==> src/spq_pkg.sv <==
// Shared types, constants and helpers of the sorted priority queue.
// Depends on nothing; imported by spq_cell and sorted_priority_queue_core.
package spq_pkg;

    // Queue geometry
    localparam int QUEUE_DEPTH = 16;
    localparam int COUNT_W     = $clog2(QUEUE_DEPTH + 1);

    // Field widths
    localparam int CODE_W      = 16;
    localparam int PRIO_W      = 16;
    localparam int STATUS_W    = 2;
    localparam int OUT_COUNT_W = 5;
    localparam int IN_DATA_W   = CODE_W + PRIO_W;
    localparam int OUT_FIELD_W = CODE_W + PRIO_W + STATUS_W + OUT_COUNT_W;
    localparam int OUT_DATA_W  = ((OUT_FIELD_W + 7) / 8) * 8;
    localparam int OUT_PAD_W   = OUT_DATA_W - OUT_FIELD_W;

    // Action codes
    localparam logic ACT_INSERT = 1'b0;
    localparam logic ACT_REMOVE = 1'b1;

    // Status codes
    localparam logic [STATUS_W-1:0] ST_DONE  = 2'd0;
    localparam logic [STATUS_W-1:0] ST_FULL  = 2'd1;
    localparam logic [STATUS_W-1:0] ST_EMPTY = 2'd2;

    // One stored entry
    typedef struct packed {
        logic [CODE_W-1:0] code;
        logic [PRIO_W-1:0] prio;
    } spq_entry_t;

    // Command broadcast to every cell
    typedef struct packed {
        logic       ins_en;
        logic       rem_en;
        spq_entry_t entry;
    } spq_cmd_t;

    // What a cell hands to its right neighbor
    typedef struct packed {
        spq_entry_t entry;
        logic       higher;   // new entry goes at or before this cell
    } spq_link_t;

    // Count reported in a result, masked to the output field width
    function automatic logic [OUT_COUNT_W-1:0] out_count(input logic [COUNT_W-1:0] c);
        logic [31:0] wide;
        wide = 32'(c);
        return wide[OUT_COUNT_W-1:0];
    endfunction

endpackage

==> src/spq_cell.sv <==
// One slot of the sorted chain: holds an entry, compares against a new one,
// and shifts right on insert or left on remove. Depends on spq_pkg.
module spq_cell
    import spq_pkg::*;
(
    input  logic       clk,
    input  spq_cmd_t   cmd,
    input  logic       occupied,
    input  spq_link_t  left,
    input  spq_entry_t right,
    output spq_link_t  link
);

    spq_entry_t entry_reg;
    spq_entry_t entry_next;
    logic       higher;

    // Empty slots count as larger than any priority
    assign higher = !occupied || (entry_reg.prio > cmd.entry.prio);

    // Compare and shift
    always_comb
    begin
        entry_next = entry_reg;
        if (cmd.ins_en && higher)
        begin
            entry_next = left.higher ? left.entry : cmd.entry;
        end
        else if (cmd.rem_en)
        begin
            entry_next = right;
        end
    end

    // Slot storage, no reset needed
    always_ff @(posedge clk)
    begin
        entry_reg <= entry_next;
    end

    assign link.entry  = entry_reg;
    assign link.higher = higher;

endmodule

==> src/sorted_priority_queue_core.sv <==
// Sorted priority queue: a chain of QUEUE_DEPTH compare-and-shift cells.
// An accepted transaction's result is registered and shown in the next cycle.
// Throughput: one insert or remove per cycle while m_tready does not hold the result; each cell does one compare and
// one neighbor shift per transaction, the count register updates alongside.
// Reset: entry count and output valid clear; slot contents stay undefined.
// Depends on spq_pkg and spq_cell.
module sorted_priority_queue_core
    import spq_pkg::*;
(
    input  logic                  clk,
    input  logic                  rst_n,
    // s_tdata: entry_code[15:0], entry_priority[31:16]
    input  logic [IN_DATA_W-1:0]  s_tdata,
    // s_tuser: action[0]
    input  logic [0:0]            s_tuser,
    input  logic                  s_tvalid,
    output logic                  s_tready,
    // m_tdata: out_code[15:0], out_priority[31:16], status[33:32],
    //          entry_count[38:34], zero pad above
    output logic [OUT_DATA_W-1:0] m_tdata,
    output logic                  m_tvalid,
    input  logic                  m_tready
);

    logic [COUNT_W-1:0]  count_reg, count_next;
    logic                valid_reg, valid_next;
    spq_entry_t          res_entry_reg, res_entry_next;
    logic [STATUS_W-1:0] res_status_reg, res_status_next;

    logic       accept;
    logic       is_full;
    logic       is_empty;
    spq_cmd_t   cmd;
    spq_link_t  link [QUEUE_DEPTH];
    logic [QUEUE_DEPTH-1:0] occupied;

    assign s_tready = !valid_reg || m_tready;
    assign accept   = s_tvalid && s_tready;
    assign is_full  = (count_reg == COUNT_W'(QUEUE_DEPTH));
    assign is_empty = (count_reg == '0);

    // Command broadcast to the chain
    always_comb
    begin
        cmd.entry.code = s_tdata[CODE_W-1:0];
        cmd.entry.prio = s_tdata[IN_DATA_W-1:CODE_W];
        cmd.ins_en     = accept && (s_tuser[0] == ACT_INSERT) && !is_full;
        cmd.rem_en     = accept && (s_tuser[0] == ACT_REMOVE) && !is_empty;
    end

    // Cell chain
    genvar k;
    generate
        for (k = 0; k < QUEUE_DEPTH; k++)
        begin : g_cell
            spq_link_t  left_in;
            spq_entry_t right_in;

            assign occupied[k] = (COUNT_W'(k) < count_reg);

            if (k == 0)
            begin : g_head
                assign left_in.entry  = cmd.entry;
                assign left_in.higher = 1'b0;
            end
            else
            begin : g_body
                assign left_in = link[k-1];
            end

            if (k == QUEUE_DEPTH - 1)
            begin : g_tail
                assign right_in = link[k].entry;
            end
            else
            begin : g_inner
                assign right_in = link[k+1].entry;
            end

            spq_cell u_cell (
                .clk      (clk),
                .cmd      (cmd),
                .occupied (occupied[k]),
                .left     (left_in),
                .right    (right_in),
                .link     (link[k])
            );
        end
    endgenerate

    // Result and count
    always_comb
    begin
        count_next      = count_reg;
        valid_next      = valid_reg;
        res_entry_next  = res_entry_reg;
        res_status_next = res_status_reg;
        if (valid_reg && m_tready)
        begin
            valid_next = 1'b0;
        end
        if (accept)
        begin
            valid_next     = 1'b1;
            res_entry_next = '0;
            if (s_tuser[0] == ACT_INSERT)
            begin
                if (is_full)
                begin
                    res_status_next = ST_FULL;
                end
                else
                begin
                    res_status_next = ST_DONE;
                    count_next      = count_reg + COUNT_W'(1);
                end
            end
            else
            begin
                if (is_empty)
                begin
                    res_status_next = ST_EMPTY;
                end
                else
                begin
                    res_status_next = ST_DONE;
                    res_entry_next  = link[0].entry;
                    count_next      = count_reg - COUNT_W'(1);
                end
            end
        end
    end

    // Control registers
    always_ff @(posedge clk or negedge rst_n)
    begin
        if (!rst_n)
        begin
            count_reg <= '0;
            valid_reg <= 1'b0;
        end
        else
        begin
            count_reg <= count_next;
            valid_reg <= valid_next;
        end
    end

    // Result payload, count captured as it stands after the transaction
    logic [OUT_COUNT_W-1:0] res_count_reg;

    always_ff @(posedge clk)
    begin
        res_entry_reg  <= res_entry_next;
        res_status_reg <= res_status_next;
        res_count_reg  <= out_count(count_next);
    end

    assign m_tvalid = valid_reg;
    assign m_tdata  = {{OUT_PAD_W{1'b0}}, res_count_reg, res_status_reg,
                       res_entry_reg.prio, res_entry_reg.code};

`ifndef SYNTH
    // Count never exceeds the chain length
    a_count_bound: assert property (@(posedge clk) disable iff (!rst_n)
        count_reg <= COUNT_W'(QUEUE_DEPTH))
        else $error("entry count beyond queue depth");

    // Front two slots stay in priority order
    a_front_sorted: assert property (@(posedge clk) disable iff (!rst_n)
        (count_reg >= COUNT_W'(2)) |-> (link[0].entry.prio <= link[1].entry.prio))
        else $error("front slots out of order");

    // Refused insert leaves the count alone
    a_full_hold: assert property (@(posedge clk) disable iff (!rst_n)
        (accept && (s_tuser[0] == ACT_INSERT) && is_full) |=> $stable(count_reg))
        else $error("count changed on refused insert");

    // Remove on a non-empty queue drops the count by one
    a_remove_dec: assert property (@(posedge clk) disable iff (!rst_n)
        cmd.rem_en |=> (count_reg == $past(count_reg) - COUNT_W'(1)))
        else $error("count not decremented on remove");
`endif

endmodule
==> config.mk <==
export PLATFORM = sky130hd
export DESIGN_NAME = sorted_priority_queue_core
export DESIGN_NICKNAME = d
export VERILOG_FILES = /design/src/spq_pkg.sv /design/src/spq_cell.sv /design/src/sorted_priority_queue_core.sv
export SDC_FILE = /design/constraint.sdc
export NUM_CORES = 1
export LEC_CHECK = 0
export BUFFER_PORTS_ARGS = -buffer_cell sky130_fd_sc_hd__buf_2
export CORE_ASPECT_RATIO = 1.25
export CORE_MARGIN = 2
export CORE_UTILIZATION = 50
export CTS_BUF_LIST = sky130_fd_sc_hd__clkbuf_8
export DETAILED_ROUTE_END_ITERATION = 6
export GPL_TIMING_DRIVEN = 0
export PLACE_DENSITY = 0.74
export SYNTH_ARGS = -nofsm -noshare
export SYNTH_HDL_FRONTEND = slang
export SYNTH_SLANG_ARGS = --single-unit
==> constraint.sdc <==
create_clock -name clk -period 5.08 [get_ports clk]
set_input_delay 1.27 -clock clk [delete_from_list [all_inputs] [get_ports clk]]
set_output_delay 1.27 -clock clk [all_outputs]
set_load 0.1 [all_outputs]
==> results.yml, run 1 <==
detailed_routing:
  via_per_inst: 6.43
  drc_errors: 0
  wl_per_cell_um: 24.0
  drtAntennaViolNets: 0
  vias: 29395
  first_pass_iters: 6
  drt_iter0_markers: 2971
  routed_wl_mm: 110
global_routing:
  grt_overflow_total: 0
  antenna_found_initial: 8
  grt_pass1_vias: 29531
  grt_max_degree: 35
  grt_pass1_wl_mm: 165
  track_usage_pct: 29.9
placed_design:
  placedCellCount: 4399
  preCtsSetupSlack_ps: -783
  dpl.hpwl_mm: 87.3
  portBuffers: 77
  gp_routability_congestion: 0.968
  place_area_um2: 37000
sta:
  skew_ps: 43.6
  finalHoldViolations: 0
  fmax_ghz: 0.204
  fin_crit_ps: 4900
  rsz0062_at_grt: "false"
  hold_slack_ps: 367
  setup_violations: 0
  layout_setup_ws_ps: 184
  worst_pin_slew_ps: 1300
  drv_slew: 0
  post-route-period-util_pct: 96.4
  slew_headroom_pct: 13.3
clock_network:
  clk_latency_ps: 730
  cts_buffers: 94
  cts.sinks: 557
  cts-htree-levels: 3
  clk_pin_slew_ps: 70
  root_buffer: "clkbuf_8"
  cts_buffer_depth: 3
  cts_tree: "built"
  cts_setup_buffers: 0
  cts_hold_buf: 0
layout:
  largest_register_ffs: 512
  instances_no_fill: 4574
  fin_util_pct: 55.7
  fin_nets: 3857
  fill_cells: 6153
  seqCellArea_um2: 16600
  area_growth_pct: 9.98
  stdcell_area_um2: 38800
  multi_input_area_um2: 17100
  drive_gt1_share_pct: 12.6
  regMostFlops: "g_cell.u_cell.link"
status:
  status: "completed"
yosys:
  yosys_warnings: 0
  yosysSeqAreaShare_pct: 47.2
  synth-edff-count: 546
  syn-cell-area_um2: 35200
  synth_seq_cells: 557
  synth_area_per_cell_um2: 10.4
  async_reset_ff_share_pct: 1.08
  synth_fp_nets: 3678
  ys_types: 78
  syn_inst: 3382
  ys.flop_type: "edfxtp_1"
critical_path:
  worst_setup_path_start_kind: "input pin"
  cp-end-kind: "flop"
  worstPathMaxFanout: 32
  cp.required_ps: 5350
  path_class: "input pin to flop"
  arrival_ps: 5170
worst_hold_path:
  min_path_type: "input pin to async pin"
job:
  cap_violations: 0
floorplanning:
  die_w_um: 241
  die_h_um: 301
  boundaryPins: 79
  fp-row-count: 108
  start_util_pct: 50.6
  dieArea_um2: 72600
  core_um2: 69600
power:
  p_leak_nw: 14.3
  vdd_drop_max_uv: 211
  powerDensity_nw_per_um2: 417
==> routing by layer <==
layer / track usage (%) / share of wire, %
met2: 51.8 / 49
met4: 21.4 / 7.4
met1: 33.4 / 35
met5: 0 / 0
met3: 4.50 / 8.6
==> cells by family after synthesis <==
group           synth area share (%)
simple gates                    10.3
compound gates                  21.0
buf+inv                         4.58
other cells                   0.0106
xor+xnor                      0.0249
flops                           47.2
fa+ha+maj                       9.19
mux                             7.72
==> metrics by stage <==
stage               TNS, ps  total power [mW]
floorplan             -9560              10.5
global placement    -388730              12.0
detailed placement  -110820              12.2
CTS                       0              16.1
global route              0              16.9
finish                    0              16.2
==> where the power goes <==
part,switching (mW),internal (mW)
Combinational,3.77,1.95
Sequential,0.482,6.06
Clock,1.98,1.94
Total,6.23,9.94
==> cell usage in the layout, fill, tap and decap left out, types with 8 or more instances in the layout <==
master,instances
a211oi_1,13
buf_4,22
a21oi_1,405
buf_1,8
clkbuf_8,97
or3_1,10
a31oi_1,343
nor2_1,174
ha_1,259
clkinv_2,10
clkbuf_1,195
nand2b_2,12
a211o_1,18
mux2_2,91
and2_1,39
nand3_1,208
nand4_1,48
o21a_1,9
clkinv_1,23
o21ai_0,310
nor3_1,34
a21o_1,21
o22a_1,15
a2bb2oi_1,18
nor4_1,11
buf_2,155
mux2i_1,164
o311a_1,15
inv_1,84
nand3b_1,34
edfxtp_1,546
nor2b_1,15
nand2_1,62
a2bb2oi_2,13
==> worst max-delay path: stages <==
cell and delay [ps]:
buf_2 200, inv_1 430, ha_1 510, nand4_1 200, nor3_1 390, nand3_1 340, nor3_1 1010, nor3_4 140
nand2b_2 650
==> cells in the mapped netlist, drive strengths merged (13+ instances only) <==
library cell	n	area share, %
mux2i	164	4.7
edfxtp	546	47
a211o	18	0.45
clkbuf	198	2.1
o22a	15	0.37
nand3b	34	0.72
a31oi	348	6.2
inv	57	0.61
nand3	209	3.0
o21ai	313	4.5
ha	259	9.2
buf	114	1.9
nand4	49	0.89
nor2	176	1.9
nand2b	17	0.30
nor3	42	0.76
a211oi	13	0.28
nand2	64	0.69
a21oi	406	5.8
o311a	15	0.43
a21o	21	0.45
nor2b	15	0.27
a2bb2oi	31	1.0
mux2	96	3.1
and2	40	0.71
==> cell type report <==
class	instances	share of cell area, %
Clock buffer	97	3.44
Buffer	312	3.61
Clock inverter	70	1.06
Sequential cell	557	42.9
Multi-Input combinational cell	2456	44.0
Antenna cell	7	0.0452
Tap cell	935	3.02
Timing Repair Buffer	83	1.31
Inverter	57	0.552
==> timing repair <==
item                                    CTS  global route
resized for setup                         2             0
endpoints found under the setup margin   52             0
endpoints found under the hold margin     0             0
==> final timing paths <==
check / from / depth (start not counted) / end / slack (ps)
worst max-delay path: s_tdata[31] / 9 / g_cell[8].u_cell.link[12] / 180
worst min-delay path: rst_n / 1 / count_reg[1] / 370
worst max register to register: count_reg[1] / 11 / g_cell[15].u_cell.link[13] / 640
worst min register to register: g_cell[0].u_cell.link[32] / 1 / m_tdata[15] / 530
max in group asynchronous: rst_n / 1 / count_reg[2] / 4570
min in group clk: g_cell[0].u_cell.link[32] / 1 / m_tdata[15] / 530
No activity file was read; power rests on OpenSTA's default activity.
==> run 2: changes to the inputs <==
==> constraint.sdc (replaced) <==
create_clock -name clk -period 5.08 [get_ports clk]
set_input_delay 0.508 -clock clk [delete_from_list [all_inputs] [get_ports clk]]
set_output_delay 0.508 -clock clk [all_outputs]
set_load 0.1 [all_outputs]
==> run 2 against run 1 <==
Net effect:
- routed wire length is 0.64% higher
- clock skew is 9.2 ps lower
- first-iteration DRC count is 4.3% lower
- total power hardly changed
- sequential share of layout area hardly changed
- sequential cell count stayed put
- die area stayed put
- design area hardly changed
- global-route usage is 0.35 points higher
- critical path type is now flop to flop
- critical endpoint is now g_cell[15].u_cell.link[14]
- largest cell class unchanged
==> results.yml, run 2 (same netlist as run 1, synthesis figures left out) <==
critical_path:
  cp.required_ps: 5490
  cp.depth: 11
  worst_setup_path_start_kind: "flop"
  cp_cell_sequence: "buf_2 -> inv_1 -> ha_1 -> nand4bb_1 -> and4_1 -> buf_2 -> buf_2 -> clkbuf_1 -> o21ai_0 -> a31oi_4 -> buf_16"
  cp-end-kind: "flop"
  cp_num_buf_inv: 6
  arrival_ps: 4920
  critical-path-max-stage-delay_ps: 740
  critical-path-top-delay-family: "buffers and inverters"
  worstRegToRegCells: 11
  cpMaxStageDelayCell: "clkbuf_1"
  worstPathMaxFanout: 22
  path_class: "flop to flop"
  reg2reg_setup_slack_ps: 570
  crit_top_cell: "buf_2"
clock_network:
  cts_buffers: 94
  cts.sinks: 557
  clk_latency_ps: 730
  clk_pin_slew_ps: 60
  cts_buffer_depth: 3
  root_buffer: "clkbuf_8"
  cts-htree-levels: 3
  cts_tree: "built"
  postCtsResizedCells: 0
layout:
  fin_nets: 3857
  layout_common_cells: "edfxtp_1, a21oi_1, a31oi_1, o21ai_0, ha_1"
  area_growth_pct: 10.0
  fin_util_pct: 55.7
  largest_register_ffs: 512
  regMostFlops: "g_cell.u_cell.link"
  final_common_cell: "edfxtp_1"
  instances_no_fill: 4581
  drive_gt1_share_pct: 12.6
sta:
  skew_ps: 34.4
  fmax_ghz: 0.222
  drv_slew: 0
  slew_headroom_pct: 13.2
  worst_pin_slew_ps: 1300
  rsz0062_at_grt: "false"
  finalHoldViolations: 0
  post-route-period-util_pct: 88.8
  setup_violations: 0
  fin_crit_ps: 4510
status:
  status: "completed"
detailed_routing:
  drc_errors: 0
  via_per_inst: 6.41
  wl_per_cell_um: 24.1
  first_pass_iters: 6
  vias: 29364
  drtAntennaViolNets: 0
  routed_wl_mm: 110
  drt_iter0_markers: 2842
power:
  powerDensity_nw_per_um2: 417
  power_mw: 16.2
  p_leak_nw: 14.4
  vdd_drop_max_uv: 234
floorplanning:
  boundaryPins: 79
  start_util_pct: 50.6
  die_w_um: 241
  fp-row-count: 108
  die_h_um: 301
  dieArea_um2: 72600
  core_um2: 69600
worst_hold_path:
  min_path_type: "input pin to flop"
  hold_depth: 2
global_routing:
  grt_pass1_vias: 29967
  grt_overflow_total: 0
  grt_pass1_wl_mm: 167
  grt_max_degree: 35
  track_usage_pct: 30.2
  antenna_found_initial: 8
job:
  cap_violations: 0
placed_design:
  dpl.hpwl_mm: 88.1
  portBuffers: 77
  gp_routability_congestion: 0.963
  placedCellCount: 4399
## run 2: changes by cell type in the layout (fill, tap and decap cells not counted), moves of 2 or more
cell | previous run | this run
inv_1 | 84 | 91
clkinv_1 | 23 | 21
inv_12 | 2 | 0
clkinv_2 | 10 | 13
## run 2: worst paths after layout
check                                              to                       start
setup reg to reg           g_cell[15].u_cell.link[14]                count_reg[1]
hold reg to reg            g_cell[14].u_cell.link[25]  g_cell[15].u_cell.link[25]
setup / recovery           g_cell[15].u_cell.link[14]                count_reg[1]
max in group asynchronous                count_reg[1]                       rst_n
hold / removal                               m_tvalid                    s_tvalid
min in group asynchronous                count_reg[4]                       rst_n
## run 2: power by group
group | internal [mW] | leakage, nW | switching [mW]
combinational | 1.95 | 8.12 | 3.78
sequential | 6.05 | 5.21 | 0.484
clock | 1.94 | 1.03 | 1.98
## run 2: area by class of cell
| type | instances | area, µm² |
|---|---|---|
| multi-input combinational | 2456 | 17100 |
| timing repair buffer | 83 | 513 |
| clock buffer | 97 | 1340 |
| buffer | 312 | 1400 |
| inverter | 57 | 214 |
| tap | 935 | 1170 |
| clock inverter | 77 | 420 |
| sequential | 557 | 16600 |
| antenna | 7 | 17.5 |
| fill | 6129 | 30800 |
## run 2: through the flow
stage	instance area [µm²]	hold slack (ps)	setup TNS (ps)	setup slack [ps]
floorplan	35200	212	0	219
global placement	36800	337	-151140	-984
detailed placement	37000	337	-2450	-78.4
CTS	38800	21.1	0	637
global route	38800	35.8	0	421
finish	38800	36.1	0	567
## run 2: per-layer routing
| layer | part of all wire, % | global-route usage, % |
|---|---|---|
| met3 | 8.2 | 4.58 |
| met4 | 7.8 | 21.9 |
| met2 | 49 | 52.4 |
| met5 | 0.029 | 0 |
| met1 | 35 | 33.7 |
## run 2: timing repair
item                       4_1_cts  5_1_grt
setup endpoints to repair        0        0
hold endpoints to repair         6        0
hold buffers                     1        0
buffers inserted                 0        0
